$ cat src/design/un2d_pkg.sv
// ----------------------------------------------------------------------------
// un2d_pkg
// Shared widths, constants, reciprocals and item types for the unix
// nanoseconds to UTC date and time converter.
// ----------------------------------------------------------------------------
package un2d_pkg;

    localparam int NANOS_W  = 64;
    localparam int YEAR_W   = 12;
    localparam int MONTH_W  = 4;
    localparam int DAY_W    = 5;
    localparam int HOUR_W   = 5;
    localparam int MINUTE_W = 6;
    localparam int SECOND_W = 6;
    localparam int NANO_W   = 30;

    localparam int NS_PER_SEC    = 1000000000;
    localparam int SEC_PER_DAY   = 86400;
    localparam int SEC_PER_HOUR  = 3600;
    localparam int SEC_PER_MIN   = 60;
    localparam int DAY_SHIFT     = 719468;
    localparam int DAYS_PER_ERA  = 146097;
    localparam int DAYS_PER_YEAR = 365;
    localparam int YEARS_PER_ERA = 400;

    // bias of whole days that makes every input non-negative
    localparam int BIAS_DAYS = 106752;
    localparam int BIASED_W  = NANOS_W + 1;
    localparam logic [BIASED_W-1:0] NS_BIAS = 65'd9223372800000000000;

    // long division by constants
    localparam int DIV_STEP    = 4;
    localparam int SECS_W      = 36;
    localparam int NS_STAGES   = SECS_W / DIV_STEP;
    localparam int DAYS_Q_W    = 20;
    localparam int SOD_W       = 17;
    localparam int SD_STAGES   = DAYS_Q_W / DIV_STEP;
    localparam int DAYS_W      = 18;

    localparam int DATE_LAT = 8;
    localparam int TOD_LAT  = 4;

    // reciprocals, rounded up, exact over the operand ranges used
    localparam int RCP_1460_SH  = 32;
    localparam logic [21:0] RCP_1460 = 22'(((64'd1 << 32) + 64'd1459) / 64'd1460);
    localparam int RCP_36524_SH = 33;
    localparam logic [17:0] RCP_36524 = 18'(((64'd1 << 33) + 64'd36523) / 64'd36524);
    localparam int RCP_365_SH   = 32;
    localparam logic [23:0] RCP_365 = 24'(((64'd1 << 32) + 64'd364) / 64'd365);
    localparam int RCP_100_SH   = 16;
    localparam logic [9:0] RCP_100 = 10'(((64'd1 << 16) + 64'd99) / 64'd100);
    localparam int RCP_153_SH   = 20;
    localparam logic [12:0] RCP_153 = 13'(((64'd1 << 20) + 64'd152) / 64'd153);
    localparam int RCP_3600_SH  = 32;
    localparam logic [20:0] RCP_3600 = 21'(((64'd1 << 32) + 64'd3599) / 64'd3600);
    localparam int RCP_60_SH    = 18;
    localparam logic [12:0] RCP_60 = 13'(((64'd1 << 18) + 64'd59) / 64'd60);

    typedef struct packed {
        logic [HOUR_W-1:0]   hour;
        logic [MINUTE_W-1:0] minute;
        logic [SECOND_W-1:0] second;
    } tod_t;

    typedef struct packed {
        logic [YEAR_W-1:0]   year;
        logic [MONTH_W-1:0]  month;
        logic [DAY_W-1:0]    day;
        logic [HOUR_W-1:0]   hour;
        logic [MINUTE_W-1:0] minute;
        logic [SECOND_W-1:0] second;
        logic [NANO_W-1:0]   nanosecond;
    } result_t;

endpackage

$ cat src/design/un2d_tod.sv
// ----------------------------------------------------------------------------
// un2d_tod
// Splits the second of day into hour, minute and second over four stages.
// ----------------------------------------------------------------------------
module un2d_tod (
    input  logic                         clk,
    input  logic                         en,
    input  logic [un2d_pkg::SOD_W-1:0]   sod,
    output un2d_pkg::tod_t               tod
);

    localparam int SOD_W = un2d_pkg::SOD_W;
    localparam int R_W   = 12;

    logic [SOD_W-1:0]              sod1_reg;
    logic [un2d_pkg::HOUR_W-1:0]   hour1_reg, hour2_reg, hour3_reg;
    logic [R_W-1:0]                r2_reg, r3_reg;
    logic [un2d_pkg::MINUTE_W-1:0] min3_reg;
    un2d_pkg::tod_t                tod_reg;

    logic [37:0]                   p3600;
    logic [un2d_pkg::HOUR_W-1:0]   hour1_next;
    logic [R_W-1:0]                r2_next;
    logic [24:0]                   p60;
    logic [un2d_pkg::MINUTE_W-1:0] min3_next;
    un2d_pkg::tod_t                tod_next;

    assign p3600      = 38'(sod) * 38'(un2d_pkg::RCP_3600);
    assign hour1_next = p3600[un2d_pkg::RCP_3600_SH +: un2d_pkg::HOUR_W];

    assign r2_next = R_W'(sod1_reg - SOD_W'(hour1_reg) * SOD_W'(un2d_pkg::SEC_PER_HOUR));

    assign p60       = 25'(r2_reg) * 25'(un2d_pkg::RCP_60);
    assign min3_next = p60[un2d_pkg::RCP_60_SH +: un2d_pkg::MINUTE_W];

    always_comb
    begin
        tod_next.hour   = hour3_reg;
        tod_next.minute = min3_reg;
        tod_next.second = un2d_pkg::SECOND_W'(r3_reg
                        - R_W'(min3_reg) * R_W'(un2d_pkg::SEC_PER_MIN));
    end

    always_ff @(posedge clk)
    begin
        if (en)
        begin
            sod1_reg  <= sod;
            hour1_reg <= hour1_next;
            hour2_reg <= hour1_reg;
            r2_reg    <= r2_next;
            hour3_reg <= hour2_reg;
            min3_reg  <= min3_next;
            r3_reg    <= r2_reg;
            tod_reg   <= tod_next;
        end
    end

    assign tod = tod_reg;

endmodule

$ cat config.mk
export PLATFORM = sky130hd
export DESIGN_NAME = un2d_tod
export DESIGN_NICKNAME = d
export VERILOG_FILES = /design/src/design/un2d_pkg.sv /design/src/design/un2d_tod.sv
export SDC_FILE = /design/constraint.sdc
export NUM_CORES = 1
export LEC_CHECK = 0
export ABC_CLOCK_PERIOD_IN_PS = 8100
export BUFFER_PORTS_ARGS = -buffer_cell sky130_fd_sc_hd__buf_2
export CAP_MARGIN = 25
export CORE_ASPECT_RATIO = 0.7
export CORE_UTILIZATION = 30
export DETAILED_ROUTE_END_ITERATION = 10
export PLACE_DENSITY_LB_ADDON = 0.25
export SLEW_MARGIN = 20
export SYNTH_ARGS = -nofsm -noshare
export SYNTH_HDL_FRONTEND = slang
export SYNTH_SLANG_ARGS = --single-unit
$ cat constraint.sdc
create_clock -name clk -period 8.1 [get_ports clk]
set_clock_uncertainty 0.15 [all_clocks]
set_input_delay 1.62 -clock clk [delete_from_list [all_inputs] [get_ports clk]]
set_output_delay 1.62 -clock clk [all_outputs]
set_load 0.05 [all_outputs]
==> run metrics <==
post-synthesis to final-layout area growth 11.1%; I/O pins 36; remaining routing DRC violations 0; yosys warns 0; final-layout setup total negative slack 0 ns; proportion of synthesized flip-flops having asynchronous set or reset 0; worst slew margin relative to its limit 0.434; average cell area after synthesis 11.3 um2; sequential cell fraction of total power 0.162; All-Layer GR Usage 0.124; number of buffers created by CTS 9; Power Internal 2.01 mW; count of input and output buffers 35; synthesized netlist net count 1160; half-perimeter wire length after detailed placement 15700 um; Initial Utilization 0.309; outcome completed; flip-flop count of the largest register, all copies and words added 17; startpoint class of the critical path input port; combinational share of power 0.719; fraction of final layout cells sized beyond drive strength 1 0.0729; portion of total power attributed to the clock network 0.119; reported max-cap violation count 0; class of the tightest hold or removal check reg -> reg; area share of the leading cell type in the synthesized netlist 0.327; routability congestion estimate from global placement 0.821; total setup buffers inserted after CTS 0; Worst EP required 8.03 ns; area of the core 29200 um2; critical path data arrival time 6.75 ns; Area contributors post-synth sky130_fd_sc_hd__ha_1 (33%), sky130_fd_sc_hd__fa_1 (24%), sky130_fd_sc_hd__edfxtp_1 (23%), sky130_fd_sc_hd__inv_1 (9.9%), sky130_fd_sc_hd__xnor2_1 (2.1%); Wirelength per Cell 14.4 um; TritonCTS clock tree built; endpoint type of the worst setup path flip-flop; unrepaired setup endpoints after global routing no; final layout net count 1207; number of endpoints with negative hold slack in the final report 0; largest vdd supply drop 0.135 mV; Via density 4.24; FILL cells 2918; cell area power density 369 nW/um2; post-synthesis instance area 9020 um2; endpoints failing setup 0; detailed router's first-iteration violation count 210; worst skew pair latency 0.33 ns; Post-synth EDFFs 68; number of instances resized during post-cts repair 0; total detailed-routing wirelength 17700 um; switching portion of total power 0.457; site row count 52; total of hold buffers inserted after clock tree synthesis 0; switching power summed over all nets 1.69 mW; peak fanout along the critical path 7; actual slew at the worst max-slew pin 0.849 ns; clock sink count 68; pin count of the biggest net entering global routing 69; count of inserted antenna diode cells 0; Synth cell types 41; height of the die 147 um; Yosys top cell by area sky130_fd_sc_hd__ha_1; sequential area share after synthesis 0.226; flip-flop cell with the highest count after synthesis sky130_fd_sc_hd__edfxtp_1; #FFs+latches synth 68; wire length of the first global-routing pass 29600 um; floorplan die width 209 um; CTS max path bufs 2; vias after detailed routing 5217; antenna viol nets, final 0; Final Cycle Share 0.843; Post-Synthesis Cells 799; reported leakage power 5.30 nW; Root Buffer Master sky130_fd_sc_hd__clkbuf_16; most common cell after layout, fill and taps aside sky130_fd_sc_hd__inv_1; Achievable Freq 146 MHz; initial antenna violation count 0; clock transition at the register clock pins on the worst setup and hold paths after CTS 0.06 ns; Pins Over Slew Limit 0; final critical path time including I/O delays and setup 6.83 ns; via count of the first global-routing pass 5590; first drt pass iteration count 4; area enclosed by the die boundary 30800 um2; category of the most critical setup path in -> reg; Clock H-tree levels 3; gr ovfl total 0; highest-count cells in the layout ignoring fill and taps sky130_fd_sc_hd__inv_1 (239), sky130_fd_sc_hd__ha_1 (236), sky130_fd_sc_hd__fa_1 (106); minimum hold slack 0.267 ns
final cells by class:
type                            count  area [um2]  share of cell area
Clock buffer                       10         229              0.0228
Clock inverter                      6         113              0.0112
Inverter                          239         897              0.0895
Multi-Input combinational cell    492        6080               0.607
Sequential cell                    68        2040               0.204
Tap cell                          378         473              0.0472
Timing Repair Buffer               36         183              0.0182
power by group through the flow:
stage	Sequential, mW	Combinational [mW]	Clock [mW]
floorplan	0.661	1.96	0
detailed placement	0.609	2.66	0
CTS	0.602	2.70	0.451
global placement	0.610	2.67	0
global route	0.609	3.12	0.465
finish	0.598	2.66	0.439
Yosys cell counts, types with 2 or more instances:
cell and n:
sky130_fd_sc_hd__xnor2_1 22, sky130_fd_sc_hd__ha_1 236, sky130_fd_sc_hd__o21ai_0 12, sky130_fd_sc_hd__and2_2 2
sky130_fd_sc_hd__and3_2 2, sky130_fd_sc_hd__nand3_1 6, sky130_fd_sc_hd__xor2_1 7, sky130_fd_sc_hd__edfxtp_1 68
sky130_fd_sc_hd__nor2_1 13, sky130_fd_sc_hd__a221oi_1 2, sky130_fd_sc_hd__nor2b_1 4, sky130_fd_sc_hd__a211o_1 2
sky130_fd_sc_hd__and4_4 2, sky130_fd_sc_hd__nand2_1 11, sky130_fd_sc_hd__a211oi_1 3, sky130_fd_sc_hd__a21o_1 12
sky130_fd_sc_hd__o211ai_1 2, sky130_fd_sc_hd__nand4_1 2, sky130_fd_sc_hd__a41oi_1 2, sky130_fd_sc_hd__o21a_1 2
sky130_fd_sc_hd__inv_1 239, sky130_fd_sc_hd__a21oi_1 20, sky130_fd_sc_hd__o211a_1 2, sky130_fd_sc_hd__fa_1 106
sky130_fd_sc_hd__a31oi_1 2, sky130_fd_sc_hd__nand2b_1 3
worst paths after layout:
kind	end	from	cells past startpoint	slack [ns]
worst min-delay path	r2_reg[1]$_DFFE_PP_	sod1_reg[1]$_DFFE_PP_	0	0.27
worst min register to register	r2_reg[1]$_DFFE_PP_	sod1_reg[1]$_DFFE_PP_	0	0.27
worst max register to register	min3_reg[5]$_DFFE_PP_	r2_reg[4]$_DFFE_PP_	13	3.86
worst max-delay path	hour1_reg[4]$_DFFE_PP_	sod[14]	19	1.27
cells by family after synthesis:
kind of cell    Yosys count  share of synthesized area
flops                    68                      0.226
fa+ha+maj               342                      0.562
simple gates             49                     0.0290
buf+inv                 239                     0.0994
compound gates           72                     0.0548
xor+xnor                 29                     0.0281
worst max-delay path, stage by stage:
cell	delay (ns)
sky130_fd_sc_hd__buf_2	0.17
sky130_fd_sc_hd__fa_1	0.56
sky130_fd_sc_hd__inv_1	0.05
sky130_fd_sc_hd__fa_1	0.47
sky130_fd_sc_hd__inv_1	0.06
sky130_fd_sc_hd__fa_1	0.50
sky130_fd_sc_hd__fa_1	0.45
sky130_fd_sc_hd__fa_1	0.51
sky130_fd_sc_hd__inv_1	0.05
sky130_fd_sc_hd__fa_1	0.54
sky130_fd_sc_hd__inv_1	0.04
sky130_fd_sc_hd__ha_1	0.30
sky130_fd_sc_hd__a21o_1	0.16
sky130_fd_sc_hd__a21oi_1	0.32
sky130_fd_sc_hd__o21a_1	0.19
sky130_fd_sc_hd__o211a_1	0.21
sky130_fd_sc_hd__nand3_1	0.12
sky130_fd_sc_hd__a41o_1	0.29
sky130_fd_sc_hd__xnor2_1	0.12
per-layer routing:
metal / wire [um] / vias up / track usage
li1: - / 2691 / -
met1: 9530 / 2470 / 0.183
met2: 7690 / 51 / 0.199
met3: 423 / 5 / 0.0165
met4: 57 / 0 / 0.0154
met5: 0 / - / 0
metrics by stage:
stage | setup WS [ns] | instances | power (mW) | instance area (um2) | util
after floorplan | 1.56 | 799 | 2.62 | 9020 | -
after global placement | 0.954 | 1213 | 3.28 | 9680 | 0.331
after detailed placement | 0.901 | 1213 | 3.27 | 9680 | 0.331
after CTS | 1.23 | 1229 | 3.75 | 10000 | 0.343
after global routing | 1.00 | 1229 | 4.20 | 10000 | 0.343
final | 1.27 | 1229 | 3.69 | 10000 | 0.343
(Power assumes the default switching activity.)
