[config.mk]
export PLATFORM = sky130hd
export DESIGN_NAME = un2d_date
export DESIGN_NICKNAME = d
export VERILOG_FILES = /design/src/design/un2d_pkg.sv /design/src/design/un2d_date.sv
export SDC_FILE = /design/constraint.sdc
export NUM_CORES = 2
export LEC_CHECK = 0
export ABC_AREA = 1
export BUFFER_PORTS_ARGS = -buffer_cell sky130_fd_sc_hd__buf_2
export CAP_MARGIN = 20
export CELL_PAD_IN_SITES_DETAIL_PLACEMENT = 2
export CELL_PAD_IN_SITES_GLOBAL_PLACEMENT = 2
export CORE_ASPECT_RATIO = 0.9
export CORE_MARGIN = 5
export CORE_UTILIZATION = 40
export CTS_CLUSTER_DIAMETER = 150
export CTS_CLUSTER_SIZE = 12
export DETAILED_ROUTE_END_ITERATION = 6
export GPL_ROUTABILITY_DRIVEN = 0
export PLACE_DENSITY_LB_ADDON = 0.1
export SYNTH_ARGS = -nofsm -noshare
export SYNTH_HDL_FRONTEND = slang
export SYNTH_SLANG_ARGS = --single-unit
[constraint.sdc]
create_clock -name clk -period 8.32 [get_ports clk]
set_clock_uncertainty 0.15 [all_clocks]
set_input_delay 0.832 -clock clk [delete_from_list [all_inputs] [get_ports clk]]
set_output_delay 0.832 -clock clk [all_outputs]
set_load 0.02 [all_outputs]
[src/design/un2d_pkg.sv]
// ----------------------------------------------------------------------------
// un2d_pkg
// Shared widths, constants, reciprocals and item types for the unix
// nanoseconds to UTC date and time converter.
// ----------------------------------------------------------------------------
package un2d_pkg;

    localparam int NANOS_W  = 64;
    localparam int YEAR_W   = 12;
    localparam int MONTH_W  = 4;
    localparam int DAY_W    = 5;
    localparam int HOUR_W   = 5;
    localparam int MINUTE_W = 6;
    localparam int SECOND_W = 6;
    localparam int NANO_W   = 30;

    localparam int NS_PER_SEC    = 1000000000;
    localparam int SEC_PER_DAY   = 86400;
    localparam int SEC_PER_HOUR  = 3600;
    localparam int SEC_PER_MIN   = 60;
    localparam int DAY_SHIFT     = 719468;
    localparam int DAYS_PER_ERA  = 146097;
    localparam int DAYS_PER_YEAR = 365;
    localparam int YEARS_PER_ERA = 400;

    // bias of whole days that makes every input non-negative
    localparam int BIAS_DAYS = 106752;
    localparam int BIASED_W  = NANOS_W + 1;
    localparam logic [BIASED_W-1:0] NS_BIAS = 65'd9223372800000000000;

    // long division by constants
    localparam int DIV_STEP    = 4;
    localparam int SECS_W      = 36;
    localparam int NS_STAGES   = SECS_W / DIV_STEP;
    localparam int DAYS_Q_W    = 20;
    localparam int SOD_W       = 17;
    localparam int SD_STAGES   = DAYS_Q_W / DIV_STEP;
    localparam int DAYS_W      = 18;

    localparam int DATE_LAT = 8;
    localparam int TOD_LAT  = 4;

    // reciprocals, rounded up, exact over the operand ranges used
    localparam int RCP_1460_SH  = 32;
    localparam logic [21:0] RCP_1460 = 22'(((64'd1 << 32) + 64'd1459) / 64'd1460);
    localparam int RCP_36524_SH = 33;
    localparam logic [17:0] RCP_36524 = 18'(((64'd1 << 33) + 64'd36523) / 64'd36524);
    localparam int RCP_365_SH   = 32;
    localparam logic [23:0] RCP_365 = 24'(((64'd1 << 32) + 64'd364) / 64'd365);
    localparam int RCP_100_SH   = 16;
    localparam logic [9:0] RCP_100 = 10'(((64'd1 << 16) + 64'd99) / 64'd100);
    localparam int RCP_153_SH   = 20;
    localparam logic [12:0] RCP_153 = 13'(((64'd1 << 20) + 64'd152) / 64'd153);
    localparam int RCP_3600_SH  = 32;
    localparam logic [20:0] RCP_3600 = 21'(((64'd1 << 32) + 64'd3599) / 64'd3600);
    localparam int RCP_60_SH    = 18;
    localparam logic [12:0] RCP_60 = 13'(((64'd1 << 18) + 64'd59) / 64'd60);

    typedef struct packed {
        logic [HOUR_W-1:0]   hour;
        logic [MINUTE_W-1:0] minute;
        logic [SECOND_W-1:0] second;
    } tod_t;

    typedef struct packed {
        logic [YEAR_W-1:0]   year;
        logic [MONTH_W-1:0]  month;
        logic [DAY_W-1:0]    day;
        logic [HOUR_W-1:0]   hour;
        logic [MINUTE_W-1:0] minute;
        logic [SECOND_W-1:0] second;
        logic [NANO_W-1:0]   nanosecond;
    } result_t;

endpackage

[src/design/un2d_date.sv]
// ----------------------------------------------------------------------------
// un2d_date
// Pipelined days-to-civil conversion: era, day of era, year of era, day of
// year, March-based month, then calendar year, month and day.
// ----------------------------------------------------------------------------
module un2d_date (
    input  logic                          clk,
    input  logic                          rst_n,
    input  logic                          en,
    input  logic                          in_v,
    input  logic [un2d_pkg::DAYS_W-1:0]   days,
    output logic                          out_v,
    output logic [un2d_pkg::YEAR_W-1:0]   year,
    output logic [un2d_pkg::MONTH_W-1:0]  month,
    output logic [un2d_pkg::DAY_W-1:0]    day
);

    localparam int Z_W     = 20;
    localparam int DOE_W   = 18;
    localparam int ERA_W   = 3;
    localparam int ERA_MAX = 5;
    localparam int YOE_W   = 9;
    localparam int DOY_W   = 9;
    localparam int MP_W    = 4;
    localparam logic [Z_W-1:0] Z_OFF =
        Z_W'(un2d_pkg::DAY_SHIFT - un2d_pkg::BIAS_DAYS);

    function automatic logic [DOY_W-1:0] month_start(input logic [MP_W-1:0] mp);
        logic [DOY_W-1:0] off;
        case (mp)
            4'd0:    off = 9'd0;
            4'd1:    off = 9'd31;
            4'd2:    off = 9'd61;
            4'd3:    off = 9'd92;
            4'd4:    off = 9'd122;
            4'd5:    off = 9'd153;
            4'd6:    off = 9'd184;
            4'd7:    off = 9'd214;
            4'd8:    off = 9'd245;
            4'd9:    off = 9'd275;
            4'd10:   off = 9'd306;
            4'd11:   off = 9'd337;
            default: off = 9'd0;
        endcase
        return off;
    endfunction

    logic [un2d_pkg::DATE_LAT-1:0] v_reg;

    logic [Z_W-1:0]   z_reg;
    logic [DOE_W-1:0] doe2_reg, doe3_reg, doe4_reg, doe5_reg;
    logic [ERA_W-1:0] era2_reg, era3_reg, era4_reg, era5_reg, era6_reg, era7_reg;
    logic [6:0]       q1460_reg;
    logic [2:0]       q36524_reg;
    logic             corner_reg;
    logic [DOE_W-1:0] n4_reg;
    logic [YOE_W-1:0] yoe5_reg, yoe6_reg, yoe7_reg;
    logic [DOY_W-1:0] doy6_reg, doy7_reg;
    logic [MP_W-1:0]  mp7_reg;
    logic [un2d_pkg::YEAR_W-1:0]  year_reg;
    logic [un2d_pkg::MONTH_W-1:0] month_reg;
    logic [un2d_pkg::DAY_W-1:0]   day_reg;

    logic [Z_W-1:0]   z_next;
    logic [ERA_W-1:0] era2_next;
    logic [DOE_W-1:0] doe2_next;
    logic [39:0]      p1460;
    logic [35:0]      p36524;
    logic [6:0]       q1460_next;
    logic [2:0]       q36524_next;
    logic             corner_next;
    logic [DOE_W-1:0] n4_next;
    logic [41:0]      p365;
    logic [YOE_W-1:0] yoe5_next;
    logic [18:0]      p100;
    logic [DOE_W-1:0] yday_base;
    logic [DOY_W-1:0] doy6_next;
    logic [10:0]      t153;
    logic [23:0]      p153;
    logic [MP_W-1:0]  mp7_next;
    logic [MP_W-1:0]  month_next;
    logic [un2d_pkg::DAY_W-1:0]  day_next;
    logic [un2d_pkg::YEAR_W-1:0] year_next;

    // era and day of era
    assign z_next = Z_W'(days) + Z_OFF;

    always_comb
    begin
        logic [Z_W-1:0] base;
        era2_next = '0;
        base      = '0;
        for (int k = 1; k <= ERA_MAX; k++)
        begin
            if (z_reg >= Z_W'(k * un2d_pkg::DAYS_PER_ERA))
            begin
                era2_next = ERA_W'(k);
                base      = Z_W'(k * un2d_pkg::DAYS_PER_ERA);
            end
        end
        doe2_next = DOE_W'(z_reg - base);
    end

    // leap corrections of the year of era
    assign p1460       = 40'(doe2_reg) * 40'(un2d_pkg::RCP_1460);
    assign p36524      = 36'(doe2_reg) * 36'(un2d_pkg::RCP_36524);
    assign q1460_next  = p1460[un2d_pkg::RCP_1460_SH +: 7];
    assign q36524_next = p36524[un2d_pkg::RCP_36524_SH +: 3];
    assign corner_next = (doe2_reg == DOE_W'(un2d_pkg::DAYS_PER_ERA - 1));

    assign n4_next = doe3_reg - DOE_W'(q1460_reg) + DOE_W'(q36524_reg)
                   - DOE_W'(corner_reg);

    assign p365      = 42'(n4_reg) * 42'(un2d_pkg::RCP_365);
    assign yoe5_next = p365[un2d_pkg::RCP_365_SH +: YOE_W];

    // day of year
    assign p100      = 19'(yoe5_reg) * 19'(un2d_pkg::RCP_100);
    assign yday_base = DOE_W'(yoe5_reg) * DOE_W'(un2d_pkg::DAYS_PER_YEAR)
                     + DOE_W'(yoe5_reg >> 2) - DOE_W'(p100[un2d_pkg::RCP_100_SH +: 2]);
    assign doy6_next = DOY_W'(doe5_reg - yday_base);

    // march-based month
    assign t153     = 11'(doy6_reg) * 11'd5 + 11'd2;
    assign p153     = 24'(t153) * 24'(un2d_pkg::RCP_153);
    assign mp7_next = p153[un2d_pkg::RCP_153_SH +: MP_W];

    // calendar fields
    assign month_next = (mp7_reg < 4'd10) ? mp7_reg + 4'd3 : mp7_reg - 4'd9;
    assign day_next   = un2d_pkg::DAY_W'(doy7_reg - month_start(mp7_reg) + 9'd1);
    assign year_next  = un2d_pkg::YEAR_W'(era7_reg) * un2d_pkg::YEAR_W'(un2d_pkg::YEARS_PER_ERA)
                      + un2d_pkg::YEAR_W'(yoe7_reg)
                      + un2d_pkg::YEAR_W'(month_next <= 4'd2);

    always_ff @(posedge clk or negedge rst_n)
    begin
        if (!rst_n)
        begin
            v_reg <= '0;
        end
        else if (en)
        begin
            v_reg <= {v_reg[un2d_pkg::DATE_LAT-2:0], in_v};
        end
    end

    always_ff @(posedge clk)
    begin
        if (en)
        begin
            z_reg      <= z_next;
            doe2_reg   <= doe2_next;
            era2_reg   <= era2_next;
            doe3_reg   <= doe2_reg;
            era3_reg   <= era2_reg;
            q1460_reg  <= q1460_next;
            q36524_reg <= q36524_next;
            corner_reg <= corner_next;
            n4_reg     <= n4_next;
            doe4_reg   <= doe3_reg;
            era4_reg   <= era3_reg;
            yoe5_reg   <= yoe5_next;
            doe5_reg   <= doe4_reg;
            era5_reg   <= era4_reg;
            doy6_reg   <= doy6_next;
            yoe6_reg   <= yoe5_reg;
            era6_reg   <= era5_reg;
            mp7_reg    <= mp7_next;
            doy7_reg   <= doy6_reg;
            yoe7_reg   <= yoe6_reg;
            era7_reg   <= era6_reg;
            year_reg   <= year_next;
            month_reg  <= month_next;
            day_reg    <= day_next;
        end
    end

    assign out_v = v_reg[un2d_pkg::DATE_LAT-1];
    assign year  = year_reg;
    assign month = month_reg;
    assign day   = day_reg;

endmodule

==> impl_metrics.ini <==
[worst_setup_path]
cp.arrival_ps = 7210
cp_slowest_cell = edfxtp_1
path_class = flop to flop
cp_slowest_stage_delay_ps = 590
rr_worst_depth = 31
r2r-start = yoe5_reg[3]
crit_path_start_kind = flop
path_max_fanout = 8
crit_required_ps = 8450
r2r_slack_ps = 1240
crit_top_cell = inv_1
crit_path_end_kind = flop
rr_endpoint = doy6_reg[8]

[global_route]
grt_max_degree = 75
grt_pass1_wl_mm = 163
grt_usage_pct = 23.5
antenna_found_initial = 1
grt_pass1_vias = 28400
gr-total-overflow = 0

[drt]
via_count = 23700
drt-initial-drc-count = 829
post_drt_wl_per_cell_um = 22.2
met2_length_mm = 52.7
routed_wirelength_mm = 102
maxUsedRoutingLayer = met4
wl_met3_mm = 2.56
dr.pass1.iters = 5
wl_met1_mm = 43.8
drc_errors = 0
ant_nets = 0
vias_per_cell = 5.15

[timing]
setup_ws_ps = 1240
worstMarginPinSlew_ps = 1060
drv_slew = 0
final.setup.tns_ps = 0
rsz0062_at_grt = false
min_period_over_period_pct = 85.1
period_needed_ps = 7080
hold_viol = 0
maxSlewHeadroom_pct = 29.2
finalSetupViolCount = 0
max_freq_mhz = 141

[layout]
drive_above_1_share_pct = 3.80
fin_util_pct = 43.0
largest_reg_flops = 19
areaGrowthSynthToFinish_pct = 6.77
antenna_cells = 0
fin_nets = 4680

[floorplanning]
die_w_um = 314
die_h_um = 284
num_rows = 100
start_util_pct = 40.3
coreArea_um2 = 82600
die_area_um2 = 89000
ios = 44

[clocking]
cts-buffers-inserted = 17
worstSkewPairLatency_ps = 500
clkTransAtPathRegs_ps = 90
cts_tree = done
root_buffer = clkbuf_16
cts-htree-levels = 4
cts_sinks = 199
clock_path_buffers = 2

[yosys]
synthesis.area_um2 = 33300
synth_cells = 3444
synthArstFlopShare_pct = 4.02
yosysTopAreaCellShare_pct = 28.5
synth_most_common_cell = inv_1
synth_ff_type = edfxtp_1
ys_seq_area_share_pct = 17.7
yosysUniqueCellTypes = 45
ys_ff_latch = 199
yosysWarnings = 0
synth_area_leader_cell = fa_1
synthTopCellsByCount = 889 x inv_1, 671 x ha_1, 473 x fa_1, 395 x nand2_1, 186 x edfxtp_1
synth_fp_nets = 4610
syn-mean-instance-area_um2 = 9.66
synth.area.top_cells = fa_1 28%, ha_1 25%, edfxtp_1 17%, inv_1 10%, nand2_1 4.5%
synth_edf_count = 186

[place]
dp_hpwl_mm = 90.0
portBuffers = 43
dpl_worst_slack_ps = 1250

[hold_path]
worstHoldEndpoint = era7_reg[0]
hold_depth = 0
worstHoldStart = era6_reg[0]
hp-class = flop to flop

[outcome]
outcome = complete, no violations

[job]
maxCapViolCount = 0
-- worst max-delay path by stage --
| stage | startpoint | end | slack, ps |
|---|---|---|---|
| final | yoe5_reg[3] | doy6_reg[8] | 1240 |
| after global routing | doy6_reg[4] | flop | 800 |
| after CTS | doy6_reg[4] | flop | 1220 |
| after detailed placement | doy6_reg[2] | flop | 1250 |
| after global placement | doy6_reg[2] | flop | 1580 |
| after floorplan | doy6_reg[2] | flop | 2160 |
-- cells by family after synthesis --
kind of cell / after synthesis / synth area share (%)
and+or+nand+nor: 749 / 9.82
adders and majority gates: 1144 / 53.7
buffers and inverters: 895 / 10.1
DFF: 199 / 17.7
AOI/OAI and AO/OA: 348 / 5.82
xor gates and xnor gates: 109 / 2.87
-- metal layers --
layer / track usage (%) / up-vias
met5: 0 / -
met4: 6.60 / 0
met3: 2.96 / 132
met2: 43.0 / 258
met1: 29.2 / 12200
li1: - / 11100
-- layout by cell type (no fill, tap or decap), types with 5 or more instances in the layout --
master     instances
nand3_2            7
nor4_1            15
edfxtp_1         186
buf_2             42
o21ai_0           97
nor3b_1            5
nand2_4            5
nor3_1            29
a31oi_1           11
nor2_2             8
buf_4              9
nand3_1           90
o21bai_1           7
nand2_2           10
a211oi_1           7
xor2_1            64
nand3b_1           5
dfxtp_1            5
o31ai_1            8
or2_2              9
dfrtp_1            8
nand4_1           24
fa_1             473
nand2_1          395
ha_1             671
nor2_1           143
inv_1            889
clkbuf_16         17
a21oi_1          169
a21o_1            15
o21ai_1            5
xnor2_1           45
o21a_1             8
-- stage by stage --
step | hold slack [ps] | area (µm²) | instances
final | 272 | 35500 | 4598
after global routing | 269 | 35500 | 4598
after floorplan | 250 | 33300 | 3444
after detailed placement | 255 | 34900 | 4565
after CTS | 273 | 35500 | 4598
after global placement | 250 | 34900 | 4565
-- final cells by class --
class	instances	area, µm²
inverter	893	3350
timing repair buffer	53	302
sequential	199	5890
clock buffer	17	425
fill	8938	47100
multi-input combinational	2350	24000
tap	1071	1340
clock inverter	15	191
-- worst max-delay path, delay by kind of cell (launching register included) --
family          cells  cell delay (ps)
fa+ha+maj          10             3400
simple gates        4              370
compound gates      6             1230
buf+inv             8              480
flops               1              590
xor+xnor            3              660
-- repair_timing --
action / 4_1_cts / 5_1_grt
hold endpoints to repair: 8 / 0
setup buffers: 0 / 0
hold buffers: 1 / 0
resized for setup: 0 / 0
Power is left out: the tool's default activity adds up to more than one toggle a clock period on the data nets, which glitch-free logic cannot reach.
