==> src/design/un2d_pkg.sv <==
// ----------------------------------------------------------------------------
// un2d_pkg
// Shared widths, constants, reciprocals and item types for the unix
// nanoseconds to UTC date and time converter.
// ----------------------------------------------------------------------------
package un2d_pkg;

    localparam int NANOS_W  = 64;
    localparam int YEAR_W   = 12;
    localparam int MONTH_W  = 4;
    localparam int DAY_W    = 5;
    localparam int HOUR_W   = 5;
    localparam int MINUTE_W = 6;
    localparam int SECOND_W = 6;
    localparam int NANO_W   = 30;

    localparam int NS_PER_SEC    = 1000000000;
    localparam int SEC_PER_DAY   = 86400;
    localparam int SEC_PER_HOUR  = 3600;
    localparam int SEC_PER_MIN   = 60;
    localparam int DAY_SHIFT     = 719468;
    localparam int DAYS_PER_ERA  = 146097;
    localparam int DAYS_PER_YEAR = 365;
    localparam int YEARS_PER_ERA = 400;

    // bias of whole days that makes every input non-negative
    localparam int BIAS_DAYS = 106752;
    localparam int BIASED_W  = NANOS_W + 1;
    localparam logic [BIASED_W-1:0] NS_BIAS = 65'd9223372800000000000;

    // long division by constants
    localparam int DIV_STEP    = 4;
    localparam int SECS_W      = 36;
    localparam int NS_STAGES   = SECS_W / DIV_STEP;
    localparam int DAYS_Q_W    = 20;
    localparam int SOD_W       = 17;
    localparam int SD_STAGES   = DAYS_Q_W / DIV_STEP;
    localparam int DAYS_W      = 18;

    localparam int DATE_LAT = 8;
    localparam int TOD_LAT  = 4;

    // reciprocals, rounded up, exact over the operand ranges used
    localparam int RCP_1460_SH  = 32;
    localparam logic [21:0] RCP_1460 = 22'(((64'd1 << 32) + 64'd1459) / 64'd1460);
    localparam int RCP_36524_SH = 33;
    localparam logic [17:0] RCP_36524 = 18'(((64'd1 << 33) + 64'd36523) / 64'd36524);
    localparam int RCP_365_SH   = 32;
    localparam logic [23:0] RCP_365 = 24'(((64'd1 << 32) + 64'd364) / 64'd365);
    localparam int RCP_100_SH   = 16;
    localparam logic [9:0] RCP_100 = 10'(((64'd1 << 16) + 64'd99) / 64'd100);
    localparam int RCP_153_SH   = 20;
    localparam logic [12:0] RCP_153 = 13'(((64'd1 << 20) + 64'd152) / 64'd153);
    localparam int RCP_3600_SH  = 32;
    localparam logic [20:0] RCP_3600 = 21'(((64'd1 << 32) + 64'd3599) / 64'd3600);
    localparam int RCP_60_SH    = 18;
    localparam logic [12:0] RCP_60 = 13'(((64'd1 << 18) + 64'd59) / 64'd60);

    typedef struct packed {
        logic [HOUR_W-1:0]   hour;
        logic [MINUTE_W-1:0] minute;
        logic [SECOND_W-1:0] second;
    } tod_t;

    typedef struct packed {
        logic [YEAR_W-1:0]   year;
        logic [MONTH_W-1:0]  month;
        logic [DAY_W-1:0]    day;
        logic [HOUR_W-1:0]   hour;
        logic [MINUTE_W-1:0] minute;
        logic [SECOND_W-1:0] second;
        logic [NANO_W-1:0]   nanosecond;
    } result_t;

endpackage

==> src/design/un2d_nsdiv.sv <==
// ----------------------------------------------------------------------------
// un2d_nsdiv
// Biases the signed nanosecond count and divides it by one billion in a
// pipelined long division, four quotient bits per stage.
// ----------------------------------------------------------------------------
module un2d_nsdiv (
    input  logic                                clk,
    input  logic                                rst_n,
    input  logic                                en,
    input  logic                                in_v,
    input  logic signed [un2d_pkg::NANOS_W-1:0] epoch_ns,
    output logic                                out_v,
    output logic [un2d_pkg::SECS_W-1:0]         secs,
    output logic [un2d_pkg::NANO_W-1:0]         frac
);

    localparam int Q_W    = un2d_pkg::SECS_W;
    localparam int R_W    = un2d_pkg::NANO_W;
    localparam int S      = un2d_pkg::NS_STAGES;
    localparam int B_W    = un2d_pkg::BIASED_W;
    localparam int INIT_W = B_W - Q_W;
    localparam logic [R_W:0] DIVISOR = (R_W + 1)'(un2d_pkg::NS_PER_SEC);

    logic [B_W-1:0] biased_reg;
    logic           bias_v_reg;
    logic [R_W-1:0] rem_reg  [S];
    logic [Q_W-1:0] quo_reg  [S];
    logic [R_W-1:0] rem_next [S];
    logic [Q_W-1:0] quo_next [S];
    logic [S-1:0]   v_reg;

    always_ff @(posedge clk or negedge rst_n)
    begin
        if (!rst_n)
        begin
            bias_v_reg <= 1'b0;
            v_reg      <= '0;
        end
        else if (en)
        begin
            bias_v_reg <= in_v;
            v_reg      <= {v_reg[S-2:0], bias_v_reg};
        end
    end

    always_ff @(posedge clk)
    begin
        if (en)
        begin
            biased_reg <= {epoch_ns[un2d_pkg::NANOS_W-1], epoch_ns} + un2d_pkg::NS_BIAS;
            for (int s = 0; s < S; s++)
            begin
                rem_reg[s] <= rem_next[s];
                quo_reg[s] <= quo_next[s];
            end
        end
    end

    for (genvar s = 0; s < S; s++)
    begin : g_stage
        logic [R_W-1:0] r_in;
        logic [Q_W-1:0] q_in;
        logic [R_W-1:0] r_out;
        logic [Q_W-1:0] q_out;

        if (s == 0)
        begin : g_first
            assign r_in = R_W'(biased_reg[B_W-1 -: INIT_W]);
            assign q_in = biased_reg[Q_W-1:0];
        end
        else
        begin : g_rest
            assign r_in = rem_reg[s-1];
            assign q_in = quo_reg[s-1];
        end

        always_comb
        begin
            logic [R_W:0]   trial;
            logic [R_W-1:0] r;
            logic [Q_W-1:0] q;
            r = r_in;
            q = q_in;
            for (int k = 0; k < un2d_pkg::DIV_STEP; k++)
            begin
                trial = {r, q[Q_W-1]};
                q     = {q[Q_W-2:0], 1'b0};
                if (trial >= DIVISOR)
                begin
                    trial = trial - DIVISOR;
                    q[0]  = 1'b1;
                end
                r = trial[R_W-1:0];
            end
            r_out = r;
            q_out = q;
        end

        assign rem_next[s] = r_out;
        assign quo_next[s] = q_out;
    end

    assign out_v = v_reg[S-1];
    assign secs  = quo_reg[S-1];
    assign frac  = rem_reg[S-1];

endmodule

==> config.mk <==
export PLATFORM = sky130hd
export DESIGN_NAME = un2d_nsdiv
export DESIGN_NICKNAME = d
export VERILOG_FILES = /design/src/design/un2d_pkg.sv /design/src/design/un2d_nsdiv.sv
export SDC_FILE = /design/constraint.sdc
export NUM_CORES = 1
export LEC_CHECK = 0
export BUFFER_PORTS_ARGS = -buffer_cell sky130_fd_sc_hd__buf_2
export CELL_PAD_IN_SITES_DETAIL_PLACEMENT = 0
export CELL_PAD_IN_SITES_GLOBAL_PLACEMENT = 2
export CORE_MARGIN = 8
export CORE_UTILIZATION = 44
export DETAILED_ROUTE_END_ITERATION = 16
export MAX_ROUTING_LAYER = met4
export PLACE_DENSITY = 0.91
export SLEW_MARGIN = 20
export SYNTH_ARGS = -nofsm -noshare
export SYNTH_HDL_FRONTEND = slang
export SYNTH_SLANG_ARGS = --single-unit
==> constraint.sdc <==
create_clock -name clk -period 22.8 [get_ports clk]
set_input_delay 2.28 -clock clk [delete_from_list [all_inputs] [get_ports clk]]
set_output_delay 2.28 -clock clk [all_outputs]
set_load 0.02 [all_outputs]
==> results of run 1 <==
==> layer usage <==
metal  wire length, microns  up-vias  GRT usage  share of wire
li1                       -    23500          -              -
met1                  75600    23700      0.321           0.47
met2                  75100     1349      0.372           0.46
met3                   7390      211     0.0278          0.046
met4                   3590        0     0.0551          0.022
met5                      0        -          -              0
==> synthesized netlist by cell type (68+ instances only) <==
library cell | count | area, sq um
a211oi_1 | 103 | 773
a21oi_1 | 326 | 1630
a31oi_1 | 84 | 526
and2_1 | 85 | 532
and3_1 | 80 | 500
clkbuf_1 | 208 | 781
edfxtp_1 | 659 | 19800
inv_1 | 159 | 597
nand2_1 | 533 | 2000
nand2b_1 | 68 | 425
nand3_1 | 192 | 961
nand4_1 | 73 | 457
nor2_1 | 650 | 2440
nor3_1 | 224 | 1120
nor4_1 | 79 | 494
o211ai_1 | 89 | 668
o21ai_0 | 376 | 1880
xnor2_1 | 545 | 4770
xor2_1 | 202 | 1770
==> kinds of logic (layout without fill, tap and decap cells) <==
group	after synthesis	in the layout
AO/OA/AOI/OAI	1823	1823
XOR/XNOR	748	748
adder cells (fa/ha/maj)	29	29
buffers and inverters	459	509
flip-flops	669	669
multiplexers	120	120
other	0	3
AND/OR/NAND/NOR	2360	2360
==> worst paths after layout <==
check	start	to	slack (ns)
worst max-delay path	rem_reg[0][38]	rem_reg[0][80]	11.46
worst min-delay path	quo_reg[0][263]	quo_reg[0][303]	0.40
worst max register to register	rem_reg[0][38]	rem_reg[0][80]	11.46
worst min register to register	quo_reg[0][263]	quo_reg[0][303]	0.40
max in group asynchronous	rst_n	v_reg[3]	21.17
min in group asynchronous	rst_n	v_reg[8]	1.45
==> through the flow <==
stage	hold slack, ns	utilization	cells	instance area (sq um)
2_1_floorplan	0.400	-	6208	54400
3_3_place_gp	0.400	0.458	7750	56400
3_5_place_dp	0.405	0.458	7750	56400
4_1_cts	0.392	0.480	7895	59100
5_1_grt	0.414	0.480	7895	59100
6_report	0.404	0.480	7898	59100
==> cell type report <==
class | instances | area share
antenna | 3 | 0.000127
clock buffer | 89 | 0.0348
clock inverter | 56 | 0.0114
inverter | 179 | 0.0115
multi-input combinational | 5080 | 0.551
sequential | 669 | 0.339
tap | 1637 | 0.0346
timing repair buffer | 185 | 0.0182
==> critical path: cells and delay by family (launching register included) <==
kind | cells | cell delay (ns)
buffers and inverters | 6 | 1.68
AND/OR/NAND/NOR | 10 | 3.10
XOR/XNOR | 2 | 0.82
adder cells (fa/ha/maj) | 3 | 0.92
flip-flops | 1 | 0.64
multiplexers | 2 | 0.47
AO/OA/AOI/OAI | 13 | 3.41
==> results.ini, run 1 <==
[outcome]
status = completed

[synthesis]
synth-xor-area-share = 0.121
synth-compound-area-share = 0.232
synth-adder-area-share = 0.00667
synth_top_family_by_area = compound AO/OA/AOI/OAI gates
synth-simple-area-share = 0.215
synth_cell_types = 118
synth_fp_nets = 6305
synth.mux.area_fraction = 0.0234
yosys_warnings = 0
synth_edf_count = 659
ys_async_sr_fraction = 0.0149
synthCells = 6208
avgSynthCellArea_sq_um = 8.76
syn-cell-area_sq_um = 54400
synth_ff_type = edfxtp_1
seq_area_frac_synth = 0.368
yosys_register_bits = 669

[clock_network]
htree_levels = 3
clkTransAtPathRegs_ns = 0.06
cts_buffer_depth = 3
clk_latency_ns = 0.70
post_cts_buffers = 0
root_buffer = clkbuf_16
cts.sinks = 669
numCtsBuffers = 79
holdBufCountCts = 0
cts_tree = done
cts_resized = 0

[worst_setup_path]
reg2regPathDepth = 36
critPathSlowestCell = nor3_1
crit_path_start_kind = flop
crit_fanout = 17
worstSetupPathType = reg2reg
path_common_cell = nor2_1
crit_required_ns = 23.23
slowest_delay_ns = 0.69
worst_setup_path_end_kind = flop
arrival_ns = 11.77

[timing]
hold_violations = 0
period_needed_ns = 11.34
rsz0062_at_grt = no
drv_slew = 0
slew_headroom = 0.267
worstMarginPinSlew_ns = 1.09
setup_slack_ns = 11.46
skew_ns = 0.0290
fin_tns_setup_ns = 0
fmax_mhz = 88.2
timing.final.crit_share = 0.497
finalSetupViolCount = 0

[floorplanning]
std_cell_rows = 129
initial_core_util = 0.442
ios = 135
die_w_microns = 368
core_area_sq_um = 123000
die_h_microns = 368
die_area_sq_um = 135000

[final_layout]
seqCellArea_sq_um = 20000
fill_cells = 11800
layout_commonest_cell = edfxtp_1
largest_reg_flops = 324
syn_to_final_growth_pct = 8.74
multiInputGateArea_sq_um = 32600
drive_above_1_share = 0.0855
final_cell_mix = edfxtp_1 (659), nor2_1 (650), xnor2_1 (545), nand2_1 (533), o21ai_0 (376)
nets = 6291

[route]
vias_per_cell = 6.16
dr.first_iter.drc_count = 4251
dr.pass1.iters = 6
via_count = 48700
drcViolationCount = 0
ant_nets = 0
wl_per_cell_microns = 20.5
drt_wl_total_microns = 162000

[worst_hold_path]
holdPathStages = 0
hold_path.class = reg2reg

[placed_design]
place_hpwl_microns = 123000
pre_cts_ws_ns = 11.67
port_buffers = 134
finalWeightedCongestion = 0.927

[grt]
overflow = 0
grt_pass1_vias = 45600
grt_start_max_net_pins = 162
grt_pass1_wl_microns = 256000
gr-usage-all-layers = 0.234
antenna_found_initial = 3

[run]
maxCapViolCount = 0

Power of run 1 is left out: the tool's default activity adds up to more than one toggle a clock period on the data nets, which glitch-free logic cannot reach.
==> inputs of run 2 (changes only) <==
Settings changed: CORE_UTILIZATION 44 to 41, PLACE_DENSITY 0.91 to 0.85.
Clock period 22.8 ns to 11.5 ns, I/O delays scaled along.
==> run 2 against run 1 <==
  * Flip-flop and latch count unchanged
  * Global-route usage shrank 1.4 points
  * Setup slack got worse by 10 ns
  * Via count shrank 1.3%
  * Register-to-register slack worse by 10 ns
  * Die area rose by 7.0%
  * Count of clock-buffer cells in the layout rose by 3
  * First-iteration DRC count increased by 0.59%
  * Wire length increased by 0.69%
==> results.ini, run 2 (synthesized netlist as in run 1, its figures left out) <==
[outcome]
status = completed

[route]
wl_per_cell_microns = 20.3  ; -0.99%
ant_nets = 0  ; unchanged
drt_wl_total_microns = 163000  ; +0.69%
dr.first_iter.drc_count = 4276  ; +0.59%
via_count = 48000  ; -1.3%
dr.pass1.iters = 5  ; -1
drcViolationCount = 0  ; unchanged
vias_per_cell = 5.98  ; -3.0%

[floorplanning]
ios = 135  ; unchanged
core_area_sq_um = 132000  ; +6.9%
std_cell_rows = 133  ; +3.1%
initial_core_util = 0.413  ; -0.0284
die_w_microns = 380  ; +3.4%
die_area_sq_um = 145000  ; +7.0%
die_h_microns = 380  ; +3.4%

[grt]
overflow = 0  ; unchanged
antenna_found_initial = 0  ; -3
grt_start_max_net_pins = 147  ; -9.3%
grt_pass1_wl_microns = 259000  ; +0.95%
grt_pass1_vias = 45200  ; -0.69%
gr-usage-all-layers = 0.221  ; -0.0137

[clock_network]
root_buffer = clkbuf_16
htree_levels = 3  ; unchanged
cts.sinks = 669  ; unchanged
cts_buffer_depth = 3  ; unchanged
holdBufCountCts = 0  ; unchanged
cts_tree = done
numCtsBuffers = 82  ; +3.8%
clk_latency_ns = 0.69  ; about the same
clkTransAtPathRegs_ns = 0.06  ; about the same

[final_layout]
syn_to_final_growth_pct = 9.21
nets = 6307  ; +0.25%
antenna_cells = 0  ; -3
fill_cells = 12900  ; +8.9%
drive_above_1_share = 0.0876  ; +0.00213
final_cell_mix = edfxtp_1 (659), nor2_1 (650), xnor2_1 (545), nand2_1 (533), o21ai_0 (376)
seqCellArea_sq_um = 20000  ; unchanged
multiInputGateArea_sq_um = 32600  ; unchanged
layout_commonest_cell = edfxtp_1
largest_reg_flops = 324  ; unchanged

[worst_setup_path]
worst_setup_path_end_kind = flop
crit_path_start_kind = flop
rrSetupSlack_ns = 0.98  ; -10.48 ns
crit_fanout = 29  ; +12
critPathSlowestCell = or4_1
slowest_delay_ns = 0.63  ; -0.06 ns
crit_required_ns = 11.92  ; -11.31 ns
arrival_ns = 10.94  ; -0.83 ns
crit_start = rem_reg[0][128]
rr_startpoint = rem_reg[0][128]
worstSetupPathType = reg2reg

[timing]
timing.final.crit_share = 0.915  ; +0.417
skew_ns = 0.0254  ; -0.00365 ns
fmax_mhz = 95.1  ; +7.8%
finalSetupViolCount = 0  ; unchanged
drv_slew = 0  ; unchanged
rsz0062_at_grt = no
fin_tns_setup_ns = 0  ; unchanged
worstMarginPinSlew_ns = 1.11  ; +0.0283 ns
hold_violations = 0  ; unchanged
slew_headroom = 0.247  ; -0.0198
period_needed_ns = 10.52  ; -0.817 ns

[placed_design]
port_buffers = 134  ; unchanged
finalWeightedCongestion = 0.895  ; -3.5%
place_hpwl_microns = 125000  ; +1.6%

[run]
maxCapViolCount = 0  ; unchanged

[worst_hold_path]
hold_path.class = in2async

==> run 2: cell type report <==
type,count,share of cell area
Clock buffer,92,0.0360
Clock inverter,59,0.0101
Inverter,179,0.0114
Multi-Input combinational cell,5080,0.548
Sequential cell,669,0.337
Tap cell,1755,0.0370
Timing Repair Buffer,198,0.0200
==> run 2: timing repair <==
item,CTS,global route
gates resized for setup,0,1
endpoints found under the setup margin,0,2
setup buffers,0,1
==> run 2: metrics by stage <==
stage / hold WS [ns] / instance area (sq um) / util / instances / worst slack, ns
2_1_floorplan: 0.400 / 54400 / - / 6208 / 2.47
3_3_place_gp: 0.400 / 56600 / 0.430 / 7880 / 0.936
3_5_place_dp: 0.405 / 56600 / 0.430 / 7880 / 1.06
4_1_cts: 0.277 / 59400 / 0.451 / 8031 / 0.979
5_1_grt: 0.310 / 59400 / 0.451 / 8032 / 0.146
6_report: 0.328 / 59400 / 0.451 / 8032 / 0.982
==> run 2: final timing paths <==
path	to	cells past startpoint
max in group asynchronous	v_reg[3]	1
min in group clk	quo_reg[0][270]	0
worst min register to register	quo_reg[0][270]	0
worst min-delay path	v_reg[4]	1
worst max register to register	rem_reg[0][163]	31
worst max-delay path	rem_reg[0][163]	31
==> run 2: layer usage <==
metal	GRT usage	up-vias	share of wire
li1	-	23500	-
met1	0.302	23200	0.47
met3	0.0217	170	0.039
met2	0.357	1133	0.47
met5	-	-	0
met4	0.0453	0	0.017
==> run 2: worst max-delay path, delay by kind of cell (launching register included) <==
kind                       cells  cell delay [ns]
AOI/OAI and AO/OA             14             4.47
xor gates and xnor gates       3             0.78
adders and majority gates      3             0.94
buffers and inverters          3             0.53
DFF                            1             0.50
muxes                          1             0.37
and+or+nand+nor                7             2.66
Power of run 2 is left out for the same reason.
